### src/rtl/dtfp_pkg.sv
// decimal text to fixed point: shared constants, character codes and types
// no dependencies; used by every module of the block
package dtfp_pkg;

  localparam int unsigned FractionDigitsDef = 3;
  localparam int unsigned FractionDigitsMax = 6;

  localparam logic [31:0] MagMax = 32'h7fff_ffff;
  localparam int unsigned IntW   = 31;

  localparam logic [7:0] CharMinus = 8'h2d;
  localparam logic [7:0] CharDot   = 8'h2e;
  localparam logic [7:0] CharZero  = 8'h30;
  localparam logic [7:0] CharNine  = 8'h39;

  typedef struct packed {
    logic neg;
    logic sat;
  } dtfp_flags_t;

  function automatic longint unsigned pow10(input int unsigned n);
    longint unsigned p;
    p = 64'd1;
    for (int unsigned i = 0; i < FractionDigitsMax; i++) begin
      if (i < n) begin
        p = p * 64'd10;
      end
    end
    return p;
  endfunction

endpackage

### src/rtl/dtfp_accum.sv
// character stage: input register, sign/dot/digit parsing and accumulators
// closes a string on last into a snapshot register; uses dtfp_pkg
module dtfp_accum #(
  parameter int unsigned FractionDigits = dtfp_pkg::FractionDigitsDef,
  parameter int unsigned FracW          = $clog2(dtfp_pkg::pow10(FractionDigits))
) (
  input  logic                      clk_i,
  input  logic                      rst_ni,
  input  logic                      adv_i,
  input  logic                      in_valid_i,
  input  logic [7:0]                char_code_i,
  input  logic                      last_i,
  output logic                      snap_valid_o,
  output logic [dtfp_pkg::IntW-1:0] snap_int_o,
  output logic [FracW-1:0]          snap_frac_o,
  output dtfp_pkg::dtfp_flags_t     snap_flags_o
);
  import dtfp_pkg::*;

  localparam int unsigned CntW = $clog2(FractionDigits + 1);

  logic             in_valid_q;
  logic [7:0]       char_q;
  logic             last_q;

  logic             first_q, first_d;
  logic             neg_q, neg_d, neg_u;
  logic             frac_on_q, frac_on_d, frac_on_u;
  logic             stop_q, stop_d, stop_u;
  logic [IntW-1:0]  int_q, int_d, int_u;
  logic [FracW-1:0] frac_q, frac_d, frac_u;
  logic [CntW-1:0]  cnt_q, cnt_d, cnt_u;
  logic             sat_q, sat_d, sat_u;

  logic [3:0]       digit;
  logic             is_digit;
  logic [IntW+3:0]  int_sum;
  logic [FracW-1:0] place;

  logic             snap_valid_q;
  logic [IntW-1:0]  snap_int_q;
  logic [FracW-1:0] snap_frac_q;
  dtfp_flags_t      snap_flags_q;

  assign digit    = char_q[3:0];
  assign is_digit = (char_q >= CharZero) && (char_q <= CharNine);
  assign int_sum  = {int_q, 3'b000} + {2'b00, int_q, 1'b0} + (IntW+4)'(digit);

  // weight of the next fraction digit
  always_comb begin
    place = '0;
    for (int unsigned i = 0; i < FractionDigits; i++) begin
      if (cnt_q == CntW'(i)) begin
        place = FracW'(pow10(FractionDigits - 1 - i));
      end
    end
  end

  always_comb begin
    neg_u     = neg_q;
    frac_on_u = frac_on_q;
    stop_u    = stop_q;
    int_u     = int_q;
    frac_u    = frac_q;
    cnt_u     = cnt_q;
    sat_u     = sat_q;
    if (!stop_q) begin
      if (first_q && char_q == CharMinus) begin
        neg_u = 1'b1;
      end else if (char_q == CharDot) begin
        frac_on_u = 1'b1;
      end else if (is_digit) begin
        if (frac_on_q) begin
          if (cnt_q < CntW'(FractionDigits)) begin
            frac_u = frac_q + FracW'(digit * place);
            cnt_u  = cnt_q + CntW'(1);
          end
        end else if (int_sum > (IntW+4)'(MagMax)) begin
          int_u = MagMax[IntW-1:0];
          sat_u = 1'b1;
        end else begin
          int_u = int_sum[IntW-1:0];
        end
      end else begin
        stop_u = 1'b1;
      end
    end

    first_d   = first_q;
    neg_d     = neg_q;
    frac_on_d = frac_on_q;
    stop_d    = stop_q;
    int_d     = int_q;
    frac_d    = frac_q;
    cnt_d     = cnt_q;
    sat_d     = sat_q;
    if (in_valid_q) begin
      if (last_q) begin
        first_d   = 1'b1;
        neg_d     = 1'b0;
        frac_on_d = 1'b0;
        stop_d    = 1'b0;
        int_d     = '0;
        frac_d    = '0;
        cnt_d     = '0;
        sat_d     = 1'b0;
      end else begin
        first_d   = 1'b0;
        neg_d     = neg_u;
        frac_on_d = frac_on_u;
        stop_d    = stop_u;
        int_d     = int_u;
        frac_d    = frac_u;
        cnt_d     = cnt_u;
        sat_d     = sat_u;
      end
    end
  end

  always_ff @(posedge clk_i or negedge rst_ni) begin
    if (!rst_ni) begin
      in_valid_q   <= 1'b0;
      snap_valid_q <= 1'b0;
      first_q      <= 1'b1;
      neg_q        <= 1'b0;
      frac_on_q    <= 1'b0;
      stop_q       <= 1'b0;
      int_q        <= '0;
      frac_q       <= '0;
      cnt_q        <= '0;
      sat_q        <= 1'b0;
    end else if (adv_i) begin
      in_valid_q   <= in_valid_i;
      snap_valid_q <= in_valid_q && last_q;
      first_q      <= first_d;
      neg_q        <= neg_d;
      frac_on_q    <= frac_on_d;
      stop_q       <= stop_d;
      int_q        <= int_d;
      frac_q       <= frac_d;
      cnt_q        <= cnt_d;
      sat_q        <= sat_d;
    end
  end

  always_ff @(posedge clk_i) begin
    if (adv_i) begin
      char_q           <= char_code_i;
      last_q           <= last_i;
      snap_int_q       <= int_u;
      snap_frac_q      <= frac_u;
      snap_flags_q.neg <= neg_u;
      snap_flags_q.sat <= sat_u;
    end
  end

  assign snap_valid_o = snap_valid_q;
  assign snap_int_o   = snap_int_q;
  assign snap_frac_o  = snap_frac_q;
  assign snap_flags_o = snap_flags_q;

endmodule

### src/rtl/dtfp_scale.sv
// result stages: integer part times the scale plus fraction, then clamp,
// sign and output register; uses dtfp_pkg
module dtfp_scale #(
  parameter int unsigned FractionDigits = dtfp_pkg::FractionDigitsDef,
  parameter int unsigned FracW          = $clog2(dtfp_pkg::pow10(FractionDigits))
) (
  input  logic                      clk_i,
  input  logic                      rst_ni,
  input  logic                      adv_i,
  input  logic                      snap_valid_i,
  input  logic [dtfp_pkg::IntW-1:0] snap_int_i,
  input  logic [FracW-1:0]          snap_frac_i,
  input  dtfp_pkg::dtfp_flags_t     snap_flags_i,
  output logic                      out_valid_o,
  output logic [31:0]               value_o,
  output logic                      overflow_o
);
  import dtfp_pkg::*;

  localparam int unsigned ScaleW = $clog2(pow10(FractionDigits) + 1);
  localparam int unsigned MagW   = IntW + ScaleW + 1;
  localparam logic [ScaleW-1:0] Scale = ScaleW'(pow10(FractionDigits));

  logic            mag_valid_q;
  logic [MagW-1:0] mag_q, mag_d;
  dtfp_flags_t     mag_flags_q;

  logic            out_valid_q;
  logic [31:0]     value_q, value_d;
  logic            ovf_q, ovf_d;
  logic [31:0]     clamped;

  assign mag_d = MagW'(snap_int_i) * MagW'(Scale) + MagW'(snap_frac_i);

  always_comb begin
    ovf_d   = mag_flags_q.sat;
    clamped = mag_q[31:0];
    if (mag_q > MagW'(MagMax)) begin
      clamped = MagMax;
      ovf_d   = 1'b1;
    end
    value_d = mag_flags_q.neg ? (32'd0 - clamped) : clamped;
  end

  always_ff @(posedge clk_i or negedge rst_ni) begin
    if (!rst_ni) begin
      mag_valid_q <= 1'b0;
      out_valid_q <= 1'b0;
    end else if (adv_i) begin
      mag_valid_q <= snap_valid_i;
      out_valid_q <= mag_valid_q;
    end
  end

  always_ff @(posedge clk_i) begin
    if (adv_i) begin
      mag_q       <= mag_d;
      mag_flags_q <= snap_flags_i;
      value_q     <= value_d;
      ovf_q       <= ovf_d;
    end
  end

  assign out_valid_o = out_valid_q;
  assign value_o     = value_q;
  assign overflow_o  = ovf_q;

endmodule

### src/rtl/decimal_text_to_fixed_point.sv
// decimal text to fixed point: top level, stream ports and stage control
// instantiates dtfp_accum and dtfp_scale; uses dtfp_pkg
//
// usage:
//   the slave stream takes one ascii character per word in s_axis_tdata_i,
//   with s_axis_tlast_i on the final character of a number string
//   on the word marked last the master stream gives one word: the number
//   times 10^FractionDigits as a signed 32-bit value in m_axis_tdata_o and
//   the saturation flag in m_axis_tuser_o; other words give no output
//   a leading '-' sets the sign, '.' starts the fraction, any other
//   non-digit ends parsing until the end of the string
//   throughput: one character per cycle; the pipeline is four registers
//   (input, accumulator snapshot, scaled magnitude, output) moving together
//   when the receiver stalls the whole pipeline holds and s_axis_tready_o
//   drops until the output word is taken
//   reset clears all valid bits and the parse state, ready for a new string
module decimal_text_to_fixed_point #(
  parameter int unsigned FractionDigits = dtfp_pkg::FractionDigitsDef
) (
  input  logic        clk_i,
  input  logic        rst_ni,
  input  logic        s_axis_tvalid_i,
  output logic        s_axis_tready_o,
  input  logic [7:0]  s_axis_tdata_i,   // [7:0] char_code
  input  logic        s_axis_tlast_i,
  output logic        m_axis_tvalid_o,
  input  logic        m_axis_tready_i,
  output logic [31:0] m_axis_tdata_o,   // [31:0] value
  output logic        m_axis_tuser_o    // [0] overflow
);
  import dtfp_pkg::*;

  localparam int unsigned FracW = $clog2(pow10(FractionDigits));

  logic             adv;
  logic             snap_valid;
  logic [IntW-1:0]  snap_int;
  logic [FracW-1:0] snap_frac;
  dtfp_flags_t      snap_flags;

  assign adv             = !m_axis_tvalid_o || m_axis_tready_i;
  assign s_axis_tready_o = adv;

  dtfp_accum #(
    .FractionDigits(FractionDigits),
    .FracW         (FracW)
  ) u_accum (
    .clk_i       (clk_i),
    .rst_ni      (rst_ni),
    .adv_i       (adv),
    .in_valid_i  (s_axis_tvalid_i),
    .char_code_i (s_axis_tdata_i),
    .last_i      (s_axis_tlast_i),
    .snap_valid_o(snap_valid),
    .snap_int_o  (snap_int),
    .snap_frac_o (snap_frac),
    .snap_flags_o(snap_flags)
  );

  dtfp_scale #(
    .FractionDigits(FractionDigits),
    .FracW         (FracW)
  ) u_scale (
    .clk_i       (clk_i),
    .rst_ni      (rst_ni),
    .adv_i       (adv),
    .snap_valid_i(snap_valid),
    .snap_int_i  (snap_int),
    .snap_frac_i (snap_frac),
    .snap_flags_i(snap_flags),
    .out_valid_o (m_axis_tvalid_o),
    .value_o     (m_axis_tdata_o),
    .overflow_o  (m_axis_tuser_o)
  );

  // input side only stalls behind a waiting output word
  a_stall_cause: assert property (@(posedge clk_i) disable iff (!rst_ni)
    !s_axis_tready_o |-> m_axis_tvalid_o)
    else $error("input stalled without a pending output word");

  // saturated range is symmetric, the most negative code never appears
  a_no_min_code: assert property (@(posedge clk_i) disable iff (!rst_ni)
    m_axis_tvalid_o |-> m_axis_tdata_o != 32'h8000_0000)
    else $error("result holds the most negative code");

  // a positive overflowed result sits exactly at the clamp
  a_ovf_clamp: assert property (@(posedge clk_i) disable iff (!rst_ni)
    (m_axis_tvalid_o && m_axis_tuser_o && !m_axis_tdata_o[31])
      |-> m_axis_tdata_o == MagMax)
    else $error("overflow flag without clamped value");

endmodule
### config.mk
export PLATFORM = sky130hd
export DESIGN_NAME = decimal_text_to_fixed_point
export DESIGN_NICKNAME = d
export VERILOG_FILES = /design/src/rtl/dtfp_pkg.sv /design/src/rtl/dtfp_accum.sv /design/src/rtl/dtfp_scale.sv /design/src/rtl/decimal_text_to_fixed_point.sv
export SDC_FILE = /design/constraint.sdc
export NUM_CORES = 1
export LEC_CHECK = 0
export BUFFER_PORTS_ARGS = -buffer_cell sky130_fd_sc_hd__buf_2
export CELL_PAD_IN_SITES_DETAIL_PLACEMENT = 1
export CELL_PAD_IN_SITES_GLOBAL_PLACEMENT = 2
export CORE_ASPECT_RATIO = 1.4
export CORE_MARGIN = 3
export CORE_UTILIZATION = 42
export DETAILED_ROUTE_END_ITERATION = 8
export HOLD_SLACK_MARGIN = 0.15
export PLACE_DENSITY = 0.9
export SYNTH_ARGS = -nofsm -noshare
export SYNTH_HDL_FRONTEND = slang
export SYNTH_SLANG_ARGS = --single-unit
### constraint.sdc
create_clock -name clk_i -period 13.5 [get_ports clk_i]
set_input_delay 1.35 -clock clk_i [delete_from_list [all_inputs] [get_ports clk_i]]
set_output_delay 1.35 -clock clk_i [all_outputs]
set_load 0.03 [all_outputs]
==> key figures <==
Outcome
  • Result of the run: complete, no violations

STA
  • Clock Skews: between 0.01 and 0.015 ns
  • Final count of hold timing violations: 0
  • Max-Slew Margin vs Limit: 0.3391
  • Worst hold margin: about 0.42 ns
  • Worst-margin pin slew: approximately 0.99 ns
  • Setup TNS after final layout: 0 ns
  • Ratio of final minimum period to clock period: 0.4828
  • Number of failing setup endpoints in the final timing report: 0
  • Final critical delay including setup and external delays: 6.518 ns
  • Final Max Tran Viols: 0
  • Setup repair after global routing missed its margin: no
  • Highest Clock Rate: 153.4 MHz

Clocking
  • Later-pin clock latency in the skew report: 0.46 ns
  • Root Driver: sky130_fd_sc_hd__clkbuf_16
  • Clock tree from TritonCTS: done
  • Buffer depth of the longest clock path: 2
  • Cts bufs inserted: 17
  • # Post-CTS Setup Buffers: 0
  • Number of hold buffers added after CTS: 0
  • CTS H-tree depth: 4
  • Number of clock sinks: 181
  • Post-cts repair resize count: 0
  • CTS clk-pin slew, worst paths: roughly 0.07 ns

Placement
  • IO buf count: between 40 and 50
  • Final Wtd Congestion: ~0.87
  • Half-perimeter wire length after placement: ~31000 µm

Floorplanning
  • Die Ht: between 200 and 250 µm
  • CORE AREA: a little under 40000 µm²
  • Chip width: approximately 170 µm
  • Die Footprint: around 42000 µm²
  • # rows: 85
  • Starting density of the core: 0.4268
  • Number of top-level design ports: 48

Global route
  • Maximum number of pins on one net before global-route repair: 65
  • Global router's overall resource usage: 0.1867
  • Vias in the first global route: roughly 13000
  • Number of antenna violations at the first check in global routing: 0
  • First-pass GRT wire length: 64310 µm
  • Grt total ovfl: 0

Drt
  • Number of detailed-route iterations in the first pass: 4
  • Remaining antenna violation count: 0
  • Wire length reported by the detailed router: 38390 µm
  • Wire per inst: 17.25 µm
  • Drt first-iter violations: between 500 and 600
  • DRC errors left: 0
  • Post-DR vias/cell: about 5.5
  • Vias post-DR: between 10000 and 15000

Final layout
  • Most common cell after layout, fill and taps aside: sky130_fd_sc_hd__inv_1
  • Post-layout net count: between 2000 and 2500
  • Proportion of layout cells with a drive suffix above 1: 0.06753
  • Area growth syn-to-layout: 8.293%
  • Top library cells by usage in the layout, fill and taps aside: sky130_fd_sc_hd__inv_1 (221), sky130_fd_sc_hd__ha_1 (175), sky130_fd_sc_hd__fa_1 (130)
  • Diodes inserted: 0

Critical path
  • Critical path startpoint category: flip-flop
  • CP required: approximately 14 ns
  • Kind of capture point of the worst setup path: flip-flop
  • Crit path DAT: around 6.7 ns
  • Startpoint-to-endpoint class of the critical path: flip-flop to flip-flop
  • Worst Path Max Fanout: 6

Synth
  • Post-synthesis area per instance: 9.907 µm²
  • Instance count of the mapped netlist: between 1500 and 2000
  • Total number of yosys warnings: 0
  • Net count after synthesis: between 1500 and 2000
  • Number of distinct library cells after synthesis: 79
  • Area of the mapped netlist: approximately 16000 µm²
  • Ys async rst share: 0.2873
  • Number of flops mapped to enable cells by yosys: 129
  • Share of the yosys chip area belonging to registers: 0.3142
  • Flop and latch count out of synthesis: 181
  • Ys flop type: sky130_fd_sc_hd__edfxtp_1

Run
  • Number of maximum-capacitance violations: 0

Hold path
  • HP Class: flip-flop to flip-flop
==> synth_stat cells, types with 4 or more instances <==
| cell | n | share of area |
|---|---|---|
| sky130_fd_sc_hd__inv_1 | 221 | 0.050 |
| sky130_fd_sc_hd__ha_1 | 175 | 0.13 |
| sky130_fd_sc_hd__fa_1 | 130 | 0.16 |
| sky130_fd_sc_hd__edfxtp_1 | 129 | 0.24 |
| sky130_fd_sc_hd__nor2_1 | 112 | 0.026 |
| sky130_fd_sc_hd__nand2_1 | 106 | 0.024 |
| sky130_fd_sc_hd__o21ai_0 | 103 | 0.031 |
| sky130_fd_sc_hd__a21oi_1 | 87 | 0.026 |
| sky130_fd_sc_hd__xnor2_1 | 65 | 0.035 |
| sky130_fd_sc_hd__a31oi_1 | 58 | 0.022 |
| sky130_fd_sc_hd__dfrtp_1 | 51 | 0.077 |
| sky130_fd_sc_hd__clkbuf_1 | 43 | 0.0098 |
| sky130_fd_sc_hd__xor2_1 | 38 | 0.020 |
| sky130_fd_sc_hd__nor3_1 | 34 | 0.010 |
| sky130_fd_sc_hd__a21o_1 | 27 | 0.012 |
| sky130_fd_sc_hd__and3_1 | 23 | 0.0087 |
| sky130_fd_sc_hd__nand3_1 | 23 | 0.0070 |
| sky130_fd_sc_hd__and2_1 | 22 | 0.0084 |
| sky130_fd_sc_hd__nand4_1 | 18 | 0.0068 |
| sky130_fd_sc_hd__o311ai_0 | 15 | 0.0080 |
| sky130_fd_sc_hd__or3_1 | 13 | 0.0049 |
| sky130_fd_sc_hd__nor2b_1 | 12 | 0.0046 |
| sky130_fd_sc_hd__o21bai_1 | 12 | 0.0055 |
| sky130_fd_sc_hd__nand2b_1 | 11 | 0.0042 |
| sky130_fd_sc_hd__o21a_1 | 10 | 0.0046 |
| sky130_fd_sc_hd__a211oi_1 | 7 | 0.0032 |
| sky130_fd_sc_hd__nor4_1 | 6 | 0.0023 |
| sky130_fd_sc_hd__o31ai_1 | 6 | 0.0027 |
| sky130_fd_sc_hd__a221o_1 | 5 | 0.0030 |
| sky130_fd_sc_hd__a221oi_1 | 5 | 0.0027 |
| sky130_fd_sc_hd__a22o_1 | 5 | 0.0027 |
| sky130_fd_sc_hd__a22oi_1 | 5 | 0.0023 |
| sky130_fd_sc_hd__o211a_1 | 5 | 0.0030 |
| sky130_fd_sc_hd__o211ai_1 | 5 | 0.0023 |
| sky130_fd_sc_hd__mux2_2 | 4 | 0.0027 |
==> path summary, 6_finish.rpt <==
path	startpoint	end	slack, ns	depth (start not counted)
min in group asynchronous	rst_ni	u_accum.frac_q[1]$_DFFE_PN0P_	1.02	2
max in group asynchronous	rst_ni	u_accum.int_q[29]$_DFFE_PN0P_	11.95	2
worst min register to register	u_accum.snap_flags_o[0]$_DFFE_PN_	u_scale.mag_flags_q[0]$_DFFE_PN_	0.42	0
worst min-delay path	u_accum.snap_flags_o[0]$_DFFE_PN_	u_scale.mag_flags_q[0]$_DFFE_PN_	0.42	0
worst max-delay path	u_accum.snap_int_o[0]$_DFFE_PN_	u_scale.mag_q[36]$_DFFE_PN_	6.98	17
worst max register to register	u_accum.snap_int_o[0]$_DFFE_PN_	u_scale.mag_q[36]$_DFFE_PN_	6.98	17
==> worst max-delay path, stage by stage (launching register included) <==
cell                       delay [ns]
sky130_fd_sc_hd__edfxtp_1        0.55
sky130_fd_sc_hd__fa_1            0.61
sky130_fd_sc_hd__inv_1           0.06
sky130_fd_sc_hd__fa_1            0.53
sky130_fd_sc_hd__fa_1            0.44
sky130_fd_sc_hd__fa_1            0.52
sky130_fd_sc_hd__inv_1           0.04
sky130_fd_sc_hd__ha_1            0.35
sky130_fd_sc_hd__o211a_1         0.23
sky130_fd_sc_hd__o31a_1          0.13
sky130_fd_sc_hd__o22ai_1         0.49
sky130_fd_sc_hd__xnor2_1         0.27
sky130_fd_sc_hd__nand3_1         0.18
sky130_fd_sc_hd__nor4b_1         0.73
sky130_fd_sc_hd__nand4_1         0.32
sky130_fd_sc_hd__nor2_1          0.45
sky130_fd_sc_hd__nand4_1         0.17
sky130_fd_sc_hd__xor2_1          0.18
==> per-stage QoR <==
| stage | instances | cell area [µm²] | util | worst slack, ns |
|---|---|---|---|---|
| finish | 2225 | 17840 | 0.4622 | 6.982 |
| global route | 2225 | 17840 | 0.4622 | 6.576 |
| CTS | 2225 | 17840 | 0.4622 | 6.937 |
| detailed placement | 2193 | 17260 | 0.4471 | 6.967 |
| global placement | 2193 | 17260 | 0.4471 | 7.084 |
| floorplan | 1663 | 16480 | - | 6.291 |
==> flip-flops by register name (all words and copies together) (netlist names), 8 cells and up <==
| name | flops |
|---|---|
| u_accum.snap_int_o | 31 |
| u_scale.value_o | 32 |
| u_accum.frac_q | 10 |
| u_accum.int_q | 31 |
| u_accum.snap_frac_o | 10 |
| u_accum.char_q | 8 |
| u_scale.mag_q | 42 |
==> kinds of logic (layout without fill, tap and decap cells) <==
| kind of cell | Yosys count | in the layout | share of synthesized area |
|---|---|---|---|
| flops | 181 | 181 | 0.3142 |
| simple gates | 414 | 414 | 0.1267 |
| compound gates | 387 | 387 | 0.1484 |
| mux | 5 | 5 | 0.003341 |
| xor+xnor | 103 | 103 | 0.05475 |
| fa+ha+maj | 305 | 305 | 0.2909 |
| buf+inv | 268 | 308 | 0.06174 |
==> routing by layer <==
layer | global-route usage | routed length [µm]
met5 | 0 | 0
met4 | 0.06958 | 963
met2 | 0.3555 | 20670
met1 | 0.2131 | 16060
met3 | 0.02306 | 692
==> layout make-up <==
type	count	area, µm²
clock buffer	19	454.2
clock inverter	13	127.6
timing repair buffer	55	295.3
sequential	181	5176
tap	522	653.1
multi-input combinational	1214	10310
fill	4374	20760
inverter	221	829.5
Power is not shown: default switching activity piles up to over one toggle a cycle in this logic, so the estimate is an artifact.
